File: src/rtl/core/ale_pkg.sv
// types, constants and action codes for the array list engine
`timescale 1ns / 1ps
package ale_pkg;

   localparam int CAPACITY = 128;
   localparam int IDX_W    = (CAPACITY > 1) ? $clog2(CAPACITY) : 1;
   localparam int CNT_W    = $clog2(CAPACITY + 1);
   localparam int ACT_W    = 3;
   localparam int POS_W    = 7;
   localparam int WORD_W   = 32;
   localparam int LEN_W    = 8;

   localparam logic [ACT_W-1:0] ACT_READ      = 3'd0;
   localparam logic [ACT_W-1:0] ACT_APPEND    = 3'd1;
   localparam logic [ACT_W-1:0] ACT_INSERT    = 3'd2;
   localparam logic [ACT_W-1:0] ACT_RM_LAST   = 3'd3;
   localparam logic [ACT_W-1:0] ACT_RM_FIRST  = 3'd4;
   localparam logic [ACT_W-1:0] ACT_RM_AT     = 3'd5;

   localparam logic signed [WORD_W-1:0] READ_FAIL = -32'sd1;

   typedef struct packed {
      logic [ACT_W-1:0]         action;
      logic [POS_W-1:0]         position;
      logic signed [WORD_W-1:0] value;
   } req_type;

   typedef struct packed {
      logic                     ok;
      logic signed [WORD_W-1:0] read_value;
      logic [LEN_W-1:0]         length;
   } rsp_type;

   typedef enum logic [2:0] {
      ST_IDLE,
      ST_DECIDE,
      ST_MOVE_RD,
      ST_MOVE_WR,
      ST_FINISH
   } ctl_state_type;

   typedef struct packed {
      logic capture;
      logic idx_init;
      logic idx_step;
      logic rd_pos;
      logic rd_move;
      logic wr_move;
      logic finish;
   } ctl_type;

   typedef struct packed {
      logic [ACT_W-1:0] action;
      logic             legal;
      logic             move_more;
      logic             rsp_busy;
   } sts_type;

endpackage

File: src/rtl/core/ale_ctrl.sv
// sequencer for the array list engine: decode, shift loop and result hand-off
`timescale 1ns / 1ps
module ale_ctrl
   import ale_pkg::*;
(
   input  logic    clock,
   input  logic    reset,
   input  logic    req_valid,
   output logic    req_stall,
   input  sts_type sts,
   output ctl_type ctl
);

   ctl_state_type state_ff;
   ctl_state_type state_in;

   always_ff @(posedge clock) begin
      if (reset) begin
         state_ff <= ST_IDLE;
      end else begin
         state_ff <= state_in;
      end
   end

   always_comb begin
      state_in  = state_ff;
      ctl       = '0;
      req_stall = 1'b1;
      case (state_ff)
         ST_IDLE: begin
            req_stall = 1'b0;
            if (req_valid) begin
               ctl.capture = 1'b1;
               state_in    = ST_DECIDE;
            end
         end
         ST_DECIDE: begin
            state_in = ST_FINISH;
            if (sts.legal) begin
               case (sts.action)
                  ACT_READ: begin
                     ctl.rd_pos = 1'b1;
                  end
                  ACT_INSERT, ACT_RM_FIRST, ACT_RM_AT: begin
                     ctl.idx_init = 1'b1;
                     state_in     = ST_MOVE_RD;
                  end
                  default: begin
                     state_in = ST_FINISH;
                  end
               endcase
            end
         end
         ST_MOVE_RD: begin
            if (sts.move_more) begin
               ctl.rd_move = 1'b1;
               state_in    = ST_MOVE_WR;
            end else begin
               state_in = ST_FINISH;
            end
         end
         ST_MOVE_WR: begin
            ctl.wr_move  = 1'b1;
            ctl.idx_step = 1'b1;
            state_in     = ST_MOVE_RD;
         end
         ST_FINISH: begin
            if (!sts.rsp_busy) begin
               ctl.finish = 1'b1;
               state_in   = ST_IDLE;
            end
         end
         default: begin
            state_in = ST_IDLE;
         end
      endcase
   end

endmodule

File: config.mk
export PLATFORM = sky130hd
export DESIGN_NAME = ale_ctrl
export DESIGN_NICKNAME = d
export VERILOG_FILES = /design/src/rtl/core/ale_pkg.sv /design/src/rtl/core/ale_ctrl.sv
export SDC_FILE = /design/constraint.sdc
export NUM_CORES = 1
export LEC_CHECK = 0
export BUFFER_PORTS_ARGS = -buffer_cell sky130_fd_sc_hd__buf_4
export CORE_AREA = 2 2 39 41
export CTS_CLUSTER_SIZE = 24
export DETAILED_ROUTE_END_ITERATION = 10
export DIE_AREA = 0 0 41 43
export SETUP_SLACK_MARGIN = 0.02
export SYNTH_ARGS = -nofsm -noshare
export SYNTH_HDL_FRONTEND = slang
export SYNTH_SLANG_ARGS = --single-unit
export TNS_END_PERCENT = 50
File: constraint.sdc
create_clock -name clock -period 1.1 [get_ports clock]
set_input_delay 0 -clock clock [delete_from_list [all_inputs] [get_ports clock]]
set_output_delay 0 -clock clock [all_outputs]
set_load 0.05 [all_outputs]
==> metrics.md, run 1 <==
| Metric | Value |
|---|---|
| Core Region | `between 1000 and 1500 um^2` |
| GP Congestion | `approximately 0.73` |
| FF-to-FF End | `state_ff[2]` |
| Max Fclk | `approximately 730 MHz` |
| Layout cells sized above 1 | `roughly two thirds` |
| Layout Nets | `63` |
| Synth top area share | `25.26%` |
| Cell Area, Placed | `around 440 um^2` |
| Gate Count Post-Synth | `27` |
| Full die area | `approximately 1800 um^2` |
| Relative slew slack | `approximately 78%` |
| Final Instance Area | `535.5 um^2` |
| Critical path capture point type | `output pin` |
| Syn-to-layout area delta | `125.3%` |
| Drt pass-1 iters | `2` |
| Hold WS | `0.1748 ns` |
| Reg2Reg Setup Slack | `-0.14 ns` |
| Reg power frac | `23.2%` |
| Fin crit share | `124.6%` |
| CP required | `1.10 ns` |
| Synth Warn # | `0` |
| Post-synth cell types | `23` |
| Clock Sinks | `3` |
| Power Total | `approximately 0.00050 W` |
| Asr flop ratio synth | `0%` |
| Grt ovf | `0` |
| Port bufs | `16` |
| Largest net degree at the start of global routing | `9` |
| Hold-critical path depth | `4` |
| Layout Cells excl Fill | `69` |
| Antenna viol nets, final | `0` |
| Via total after detailed routing | `288` |
| Number of global-route vias before repair | `299` |
| # placed instances | `63` |
| Initial DRC count | `1` |
| Number of synthesized flops with an enable pin | `0` |
| CTS root buffer | `clkbuf_4` |
| Wire per inst | `9.565 um` |
| Critical path fanouts, max | `2` |
| Hold_sp | `req_valid` |
| Initial cell density of the core | `between 10% and 20%` |
| Worst Hold Class | `input port to flip-flop` |
| Dpl hpwl | `around 540 um` |
| Largest regs | `state_ff x3` |
| CTS H-tree lvls | `1` |
| Post-Syn Area | `around 240 um^2` |
| Slew Viols, Final | `0` |
| Core Rows | `14` |
| LEAKAGE | `approximately 0.24 nW` |
| Failing checks | `negative setup slack` |
| RSZ-0062 raised after global routing | `yes` |
| R2R depth | `4` |
| Peak supply drop | `~650 uV` |
| Switching Share | `a little under a third` |
| # diodes | `0` |
| Largest register FFs | `3` |
| Startpoint Class | `flip-flop` |
| Clk_lat worst skew | `0.23 ns` |
| Die height | `about 43 um` |
| Post-layout min period | `between 1 and 1.5 ns` |
| Final setup vio count | `10` |
| CTS tree | `yes` |
| Combinational share of power | `a little under two fifths` |
| CTS Buf Count | `3` |
| Clk buf depth | `2` |
| Pint | `roughly 0.00034 W` |
| Skew final | `between 0.001 and 0.0015 ns` |
| Post-synth net total | `36` |
| P_sw | `0.0001605 W` |
| Post-Place Setup Slack | `-0.1012 ns` |
| Top-Level Pins | `17` |
| Fillers | `between 150 and 200` |
| Power Density | `roughly 940 nW/um^2` |
| Proportion of synthesized chip area in sequential cells | `25.26%` |
| Synth cell count leaders | `dfxtp_1 (3), nand2_1 (2), nor3_1 (2)` |
| Crit path DAT | `1.37 ns` |
| Final setup margin | `-0.2707 ns` |
| Initial antenna violation count | `0` |
| Syn_area_per_cell | `~8.8 um^2` |
| Hold Path Sink | `state_ff[0]` |
| DRC viols | `0` |
| Synth area leader | `dfxtp_1` |
| Clk pwr share | `between 30% and 40%` |
| Most used DFF post-synth | `dfxtp_1` |
| Via-to-Cell Ratio | `~4.2` |
| Crit path kind | `flip-flop to output pin` |
| Final wirelength | `roughly 660 um` |
| Synth top area cells | `dfxtp_1 (25%), nor4_2 (5.3%), o31ai_2 (5.3%)` |
| Total global-route track usage | `a little under a tenth` |
| Top reg by flops | `state_ff` |
| Outcome | `complete, but fails checks` |
| #FFs+latches synth | `3` |
| Max-cap violations | `0` |
| Count leader, synth | `dfxtp_1` |
| Die W | `~40 um` |
| Clk slew on worst S/H paths | `approximately 0.040 ns` |
| First-pass GRT wire length | `1124 um` |
| R2R Path Start | `state_ff[0]` |
| CP startpoint | `state_ff[0]` |
| Tightest Pin Transition | `roughly 0.32 ns` |
| Final hold viol count | `0` |
## cell usage in the layout, fill, tap and decap left out, types with 2 or more instances in the layout
cell / instances
buf_4: 13
buf_6: 8
clkbuf_4: 3
nand2_1: 2
## area by class of cell
type                       instances  area, um^2  area share, %
timing repair buffer              23       212.7          39.72
inverter                           1       3.754         0.7009
clock buffer                       4       26.28          4.907
multi-input combinational         22       207.7          38.78
sequential                         3       65.06          12.15
tap                               16       20.02          3.738
## layer usage
layer  wire length (um)  up-vias  GRT usage, %
met5                  0        -             0
met4                  0        0         8.000
met3                 30        0         2.094
met2                377        5         15.00
met1                252      132         9.968
li1                   -      151             -
## timing repair
action / 4_1_cts / 5_1_grt
hold buffers: 1 / 0
endpoints found under the setup margin: 10 / 10
pin swaps: 3 / 2
endpoints found under the hold margin: 1 / 0
buffers inserted: 1 / 1
gates resized for setup: 11 / 2
## logic make-up (layout without fill, tap and decap cells)
group,count (synthesis),after routing,share of synthesized area (%)
AOI/OAI and AO/OA,6,6,20.00
buffers and inverters,2,28,4.737
DFF,3,3,25.26
and+or+nand+nor,16,16,50.01
## power groups by stage
stage | clock [W] | combinational, W | sequential [W]
after CTS | 0.000210 | 0.000188 | 0.000117
after global placement | 0 | 0.000164 | 0.000119
after floorplan | 0 | 0.0000896 | 0.000125
after detailed placement | 0 | 0.000165 | 0.000119
final | 0.000196 | 0.000190 | 0.000117
after global routing | 0.000214 | 0.000203 | 0.000118
## worst max-delay path by stage
stage / to / slack, ns / cells after the start
after global routing: ctl[6] / -0.32 / 4
after global placement: ctl[3] / -0.1 / 3
after floorplan: ctl[3] / -0.35 / 2
after CTS: ctl[3] / -0.29 / 3
after detailed placement: ctl[3] / -0.10 / 3
final: ctl[3] / -0.27 / 3
## per-stage QoR
stage / TNS [ns] / utilization [%]
after detailed placement: -0.3096 / 31.83
after floorplan: -1.026 / -
after global routing: -1.679 / 38.70
after CTS: -1.342 / 38.07
after global placement: -0.2957 / 31.83
final: -1.233 / 38.70
## critical path, stage by stage (launching register included)
cell and delay, ns:
dfxtp_4 0.33, or3b_4 0.39, nor4_4 0.23, buf_6 0.19
No activity file was read; power rests on OpenSTA's default activity.
==> run 2, diff against run 1 <==
--- a/config.mk
+++ b/config.mk
@@ -5,6 +5,7 @@
 export SDC_FILE = /design/constraint.sdc
 export NUM_CORES = 1
 export LEC_CHECK = 0
+export ABC_AREA = 1
 export BUFFER_PORTS_ARGS = -buffer_cell sky130_fd_sc_hd__buf_4
 export CORE_AREA = 2 2 39 41
 export CTS_CLUSTER_SIZE = 24
==> metrics.md, run 2 <==
| Metric | Value |
|---|---|
| Setup TNS | `-0.2979 ns (+0.9354 ns)` |
| Max Fclk | `822.1 MHz (+13%)` |
| Most frequent cells in the layout | `buf_4 (12), buf_6 (9), inv_1 (7)` |
| Largest regs | `state_ff x3` |
| Critical path capture point type | `output pin` |
| Post-synth cell types | `16 (-30%)` |
| Crit path DAT | `1.22 ns (-0.15 ns)` |
| Final Instance Area | `606.8 um^2 (+13%)` |
| Antenna viol nets, final | `0 (unchanged)` |
| Proportion of synthesized chip area in sequential cells | `23.30% (-2.0 points)` |
| Layout cells sized above 1 | `65.63% (-2.3 points)` |
| Max-cap violations | `0 (unchanged)` |
| Sequence of cells on the critical path | `nor3_4 -> nand3_2 -> nor3_4 -> buf_6` |
| Syn_area_per_cell | `6.783 um^2 (-23%)` |
| Die W | `41 um (unchanged)` |
| P_sw | `0.0002941 W (+83%)` |
| Slew Viols, Final | `0 (unchanged)` |
| Post-synth net total | `47 (+31%)` |
| LEAKAGE | `0.2779 nW (+14%)` |
| Core Rows | `14 (unchanged)` |
| Synth area leader | `dfxtp_1` |
| Synth top area cells | `dfxtp_1 (23%), inv_1 (12%), nand3_2 (7.8%)` |
| Most common cell after layout, fill and taps aside | `buf_4` |
| Final setup margin | `-0.1164 ns (+0.1543 ns)` |
| Crit path top cell by count | `nor3_4` |
| Startpoint Class | `flip-flop` |
| Worst Hold Class | `input port to flip-flop` |
| Count leader, synth | `inv_1` |
| CTS H-tree lvls | `1 (unchanged)` |
| Power Density | `1169 nW/um^2 (+24%)` |
| CTS root buffer | `clkbuf_4` |
| Relative slew slack | `78.97% (+0.63 points)` |
| Fin crit share | `110.6% (-14 points)` |
| CTS tree | `yes` |
| Dpl hpwl | `593.3 um (+10%)` |
| Drt pass-1 iters | `4 (+2)` |
| Clk pwr share | `26.4% (-13 points)` |
| Peak supply drop | `484.7 uV (-26%)` |
| Clk slew on worst S/H paths | `0.03 ns (about the same)` |
| GP Congestion | `0.6692 (-8.7%)` |
| #FFs+latches synth | `3 (unchanged)` |
| Slowest cell on crit path | `dfxtp_4` |
| Most used DFF post-synth | `dfxtp_1` |
| Final setup vio count | `5 (-5)` |
| Synth Warn # | `0 (unchanged)` |
| Full die area | `1763 um^2 (unchanged)` |
| CTS Buf Count | `3 (unchanged)` |
| Clock Sinks | `3 (unchanged)` |
| Via-to-Cell Ratio | `4.213 (+0.92%)` |
| # diodes | `0 (unchanged)` |
| Asr flop ratio synth | `0% (unchanged)` |
| Final hold viol count | `0 (unchanged)` |
| Total global-route track usage | `10.33% (+0.79 points)` |
| Post-layout min period | `1.216 ns (-0.1543 ns)` |
| Number of global-route vias before repair | `331 (+11%)` |
| Initial DRC count | `6 (+5)` |
| Top-Level Pins | `17 (unchanged)` |
| Grt ovf | `0 (unchanged)` |
| Layout Nets | `74 (+17%)` |
| Reg power frac | `20.3% (-2.9 points)` |
| Outcome | `complete, but fails checks` |
| Gate Count Post-Synth | `38 (+41%)` |
| RSZ-0062 raised after global routing | `yes` |
| Core Region | `1384 um^2 (unchanged)` |
| Hold WS | `0.06086 ns (-0.1140 ns)` |
| Die height | `43 um (unchanged)` |
| Cell Area, Placed | `504.2 um^2 (+14%)` |
| Combinational share of power | `53.3% (+15 points)` |
| Synth top area share | `23.30% (-2.0 points)` |
| Clk_lat worst skew | `0.23 ns (about the same)` |
| Pint | `0.0004156 W (+21%)` |
| First-pass GRT wire length | `1262 um (+12%)` |
| Largest register FFs | `3 (unchanged)` |
| Switching Share | `41.44% (+9.6 points)` |
| Post-Place Setup Slack | `0.07862 ns (+0.1798 ns)` |
| Largest net degree at the start of global routing | `6 (-3)` |
| Top reg by flops | `state_ff` |
| CP peak stage delay | `0.36 ns (-0.03 ns)` |
| Crit path kind | `flip-flop to output pin` |
| Critical path fanouts, max | `4 (+2)` |
| Failing checks | `negative setup slack` |
| Initial cell density of the core | `18.63% (+1.4 points)` |
| Syn-to-layout area delta | `135.4%` |
| Tightest Pin Transition | `0.3155 ns (-0.006724 ns)` |
| Skew final | `0.001207 ns (+0.00002295 ns)` |
| Final wirelength | `712 um (+7.9%)` |
| Post-Syn Area | `257.7 um^2 (+8.4%)` |
| Wire per inst | `8.900 um (-7.0%)` |
| Via total after detailed routing | `337 (+17%)` |
| Synth cell count leaders | `inv_1 (8), nand2_1 (5), dfxtp_1 (3), inv_2 (3)` |
| Port bufs | `16 (unchanged)` |
| Fillers | `146 (-3.3%)` |
| Initial antenna violation count | `0 (unchanged)` |
| Number of synthesized flops with an enable pin | `0 (unchanged)` |
| Clk buf depth | `2 (unchanged)` |
| CP required | `1.10 ns (about the same)` |
| DRC viols | `0 (unchanged)` |
[run 2: changes by cell type after synthesis, moves of 2 or more]
cell      previous run  this run
nor3_2               0         2
inv_2                0         3
o211ai_1             0         2
inv_1                1         8
nand4_1              0         2
nor4_1               0         2
nand3_1              0         2
nand3_2              0         2
nand2_1              2         5
[run 2: stage by stage]
stage / cells / utilization (%) / power [W]
3_3_place_gp: 73 / 36.44 / 0.0004902
4_1_cts: 80 / 43.04 / 0.0007178
3_5_place_dp: 73 / 36.44 / 0.0004914
6_report: 80 / 43.85 / 0.0007097
5_1_grt: 80 / 43.85 / 0.0007676
2_1_floorplan: 38 / - / 0.0003722
[run 2: final cells by class]
cell class                 count  area [um^2]  area share [%]
multi-input combinational     23        224.0           36.91
timing repair buffer          23        216.5           35.67
sequential                     3        71.32           11.75
inverter                      11        48.80           8.041
clock buffer                   4        26.28           4.330
tap                           16        20.02           3.299
[run 2: kinds of logic (layout without fill, tap and decap cells)]
family,count (synthesis),in the layout,share of synthesized area (%)
buffers and inverters,12,38,18.93
DFF,3,3,23.30
AOI/OAI and AO/OA,5,5,11.65
and+or+nand+nor,18,18,46.11
[run 2: worst max-delay path: cells and delay by family (launching register included)]
family,cells,cell delay (ns)
flip-flops,1,0.36
AND/OR/NAND/NOR,3,0.45
buffers and inverters,1,0.18
[run 2: path summary, 6_finish.rpt]
check               from           to  depth (start not counted)  slack, ns
max reg2reg  state_ff[2]  state_ff[2]                          6       0.10
min            req_valid  state_ff[0]                          3       0.06
max          state_ff[2]       ctl[3]                          4      -0.12
min reg2reg  state_ff[2]  state_ff[0]                          3       0.68
[run 2: timing repair]
action	CTS	global route
hold buffers	1	0
endpoints found under the hold margin	2	0
gates resized for setup	11	3
setup endpoints to repair	8	8
setup buffers	2	0
pin swaps	5	0
[run 2: power by group through the flow]
stage | clock network [W] | logic (W) | registers, W
after floorplan | 0 | 0.000214 | 0.000158
after global placement | 0 | 0.000343 | 0.000147
after detailed placement | 0 | 0.000344 | 0.000148
after CTS | 0.000198 | 0.000375 | 0.000145
after global routing | 0.000219 | 0.000402 | 0.000146
final | 0.000187 | 0.000378 | 0.000144
[run 2: routing by layer]
| metal | part of all wire, % | up-vias | wire (um) | GRT usage (%) |
|---|---|---|---|---|
| met1 | 41 | 150 | 290 | 14.42 |
| li1 | - | 178 | - | - |
| met2 | 54 | 9 | 387 | 14.37 |
| met3 | 4.8 | 0 | 34 | 3.141 |
| met5 | 0 | - | 0 | 0 |
| met4 | 0 | 0 | 0 | 4.000 |
==> run 3, diff against run 2 <==
--- a/config.mk
+++ b/config.mk
@@ -8,7 +8,7 @@
 export ABC_AREA = 1
 export BUFFER_PORTS_ARGS = -buffer_cell sky130_fd_sc_hd__buf_4
 export CORE_AREA = 2 2 39 41
-export CTS_CLUSTER_SIZE = 24
+export CTS_CLUSTER_SIZE = 10
 export DETAILED_ROUTE_END_ITERATION = 10
 export DIE_AREA = 0 0 41 43
 export SETUP_SLACK_MARGIN = 0.02
==> constraint.sdc (replaced) <==
create_clock -name clock -period 1.5 [get_ports clock]
set_input_delay 0 -clock clock [delete_from_list [all_inputs] [get_ports clock]]
set_output_delay 0 -clock clock [all_outputs]
set_load 0.05 [all_outputs]
==> metrics.md, run 3 (same netlist as run 2, synthesis figures left out) <==
| Metric | Value |
|---|---|
| Outcome | `finished, final reports clean` |
| Power Density | `1004 nW/um^2 (-14%)` |
| Top reg by flops | `state_ff` |
| Relative slew slack | `82.93% (+4.0 points)` |
| Final setup margin | `0.1874 ns (+0.3038 ns)` |
| CTS Buf Count | `3 (unchanged)` |
| LEAKAGE | `0.2254 nW (-19%)` |
| Number of global-route vias before repair | `270 (-18%)` |
| Wire per inst | `8.419 um (-5.4%)` |
| Critical path fanouts, max | `6 (+2)` |
| Port bufs | `16 (unchanged)` |
| Drt pass-1 iters | `2 (-2)` |
| Clk_lat worst skew | `0.23 ns (about the same)` |
| Slowest cell on crit path | `dfxtp_1` |
| CP peak stage delay | `0.38 ns (+0.02 ns)` |
| Core Rows | `14 (unchanged)` |
| GP Congestion | `0.6943 (+3.8%)` |
| Clock Sinks | `3 (unchanged)` |
| DRC viols | `0 (unchanged)` |
| Layout Nets | `68 (-8.1%)` |
| Skew final | `0.002990 ns (+0.001784 ns)` |
| Initial antenna violation count | `0 (unchanged)` |
| Sequence of cells on the critical path | `inv_2 -> nor3_4 -> nand3_1 -> nor3_2 -> buf_4` |
| Via-to-Cell Ratio | `4.243 (+0.73%)` |
| Max-cap violations | `0 (unchanged)` |
| Clk buf depth | `2 (unchanged)` |
| Syn-to-layout area delta | `65.53%` |
| Quantity of gates resized following cts | `0 (-11)` |
| Post-Place Setup Slack | `0.4178 ns (+0.3392 ns)` |
| # diodes | `0 (unchanged)` |
| Dpl hpwl | `534 um (-10%)` |
| R2R depth | `4 (-2)` |
| Initial DRC count | `1 (-5)` |
| FF-to-FF End | `state_ff[1]` |
| Largest regs | `state_ff x3` |
| Die W | `41 um (unchanged)` |
| Critical path capture point type | `output pin` |
| Layout cells sized above 1 | `46.55% (-19 points)` |
| Reg2Reg Setup Slack | `0.53 ns (+0.43 ns)` |
| Most frequent cells in the layout | `buf_4 (16), inv_1 (8), nand2_1 (5)` |
| Antenna viol nets, final | `0 (unchanged)` |
| Hold_sp | `req_valid` |
| Initial cell density of the core | `18.63% (unchanged)` |
| Hold Path Sink | `state_ff[0]` |
| Peak supply drop | `341.0 uV (-30%)` |
| Crit path kind | `flip-flop to output pin` |
| Total global-route track usage | `8.425% (-1.9 points)` |
| Power Total | `0.0004282 W (-40%)` |
| Core Region | `1384 um^2 (unchanged)` |
| Worst Hold Class | `input port to flip-flop` |
| Postcts setup bufs | `0 (-2)` |
| Post-layout min period | `~1.3 ns` |
| Via total after detailed routing | `314 (-6.8%)` |
| Slew Viols, Final | `0 (unchanged)` |
| R2R Path Start | `state_ff[0]` |
| CP required | `1.50 ns (+0.40 ns)` |
| Hold-fix buffers, CTS | `1 (unchanged)` |
| Largest register FFs | `3 (unchanged)` |
| Final hold viol count | `0 (unchanged)` |
| Die height | `43 um (unchanged)` |
| Max Fclk | `around 760 MHz` |
| Tightest Pin Transition | `0.2557 ns (-0.05977 ns)` |
| Hold-critical path depth | `3 (unchanged)` |
| CTS H-tree lvls | `1 (unchanged)` |
| Grt ovf | `0 (unchanged)` |
| Startpoint Class | `flip-flop` |
| Top-Level Pins | `17 (unchanged)` |
| Largest net degree at the start of global routing | `7 (+1)` |
| RSZ-0062 raised after global routing | `no` |
| Full die area | `1763 um^2 (unchanged)` |
| Clk slew on worst S/H paths | `0.04 ns (about the same)` |
| Hold WS | `0.07151 ns (+0.01065 ns)` |
| Fillers | `165 (+13%)` |
| CTS root buffer | `clkbuf_4` |
| Most common cell after layout, fill and taps aside | `buf_4` |
| Final wirelength | `623 um (-13%)` |
| Final setup vio count | `0 (-5)` |
| Final core occ | `30.83% (-13 points)` |
| CTS tree | `yes` |
| Crit path DAT | `1.31 ns (+0.09 ns)` |
| Fin crit share | `between 80% and 90%` |
| First-pass GRT wire length | `1007 um (-20%)` |
-- run 3: cell types whose count changed in the layout (fill, tap and decap cells not counted), sizes merged --
cell  delta
buf      -6
-- run 3: per-layer routing --
| layer | routed length [um] | global-route usage (%) |
|---|---|---|
| met1 | 249 | 8.654 |
| met2 | 340 | 13.13 |
| met3 | 33 | 3.141 |
| met4 | 0 | 6.000 |
| met5 | 0 | 0 |
-- run 3: how the worst max path moves through the flow --
stage                 from      to  slack [ns]  depth (start not counted)
6_report       state_ff[0]  ctl[3]        0.19                          5
3_3_place_gp   state_ff[0]  ctl[3]        0.42                          5
5_1_grt        state_ff[0]  ctl[3]        0.07                          5
3_5_place_dp   state_ff[0]  ctl[3]        0.42                          5
4_1_cts        state_ff[0]  ctl[3]        0.16                          5
2_1_floorplan  state_ff[1]  ctl[2]       -0.51                          2
-- run 3: power breakdown --
part	switching (W)	total, W	internal (W)	leakage [nW]
logic	0.000121	0.000184	0.0000638	0.186
clock network	0.0000404	0.000140	0.0000996	0.0150
registers	0.0000141	0.000104	0.0000898	0.0246
-- run 3: layout make-up --
type | count | area, um^2 | area share, %
clock buffers | 4 | 26.28 | 6.158
inverters | 11 | 41.29 | 9.677
multi-input cells | 23 | 148.9 | 34.90
flip-flops and latches | 3 | 60.06 | 14.08
well taps | 16 | 20.02 | 4.692
repair buffers | 17 | 130.1 | 30.50
-- run 3: critical path: cells and delay by family (launching register included) --
family / cells / cell delay [ns]
buf+inv: 2 / 0.31
simple gates: 3 / 0.39
flops: 1 / 0.38
-- run 3: stage by stage --
step	TNS [ns]	instance area, um^2	cells
6_report	0	426.7	74
5_1_grt	0	426.7	74
4_1_cts	0	426.7	74
3_5_place_dp	0	390.4	69
3_3_place_gp	0	390.4	69
2_1_floorplan	-1.599	257.7	38
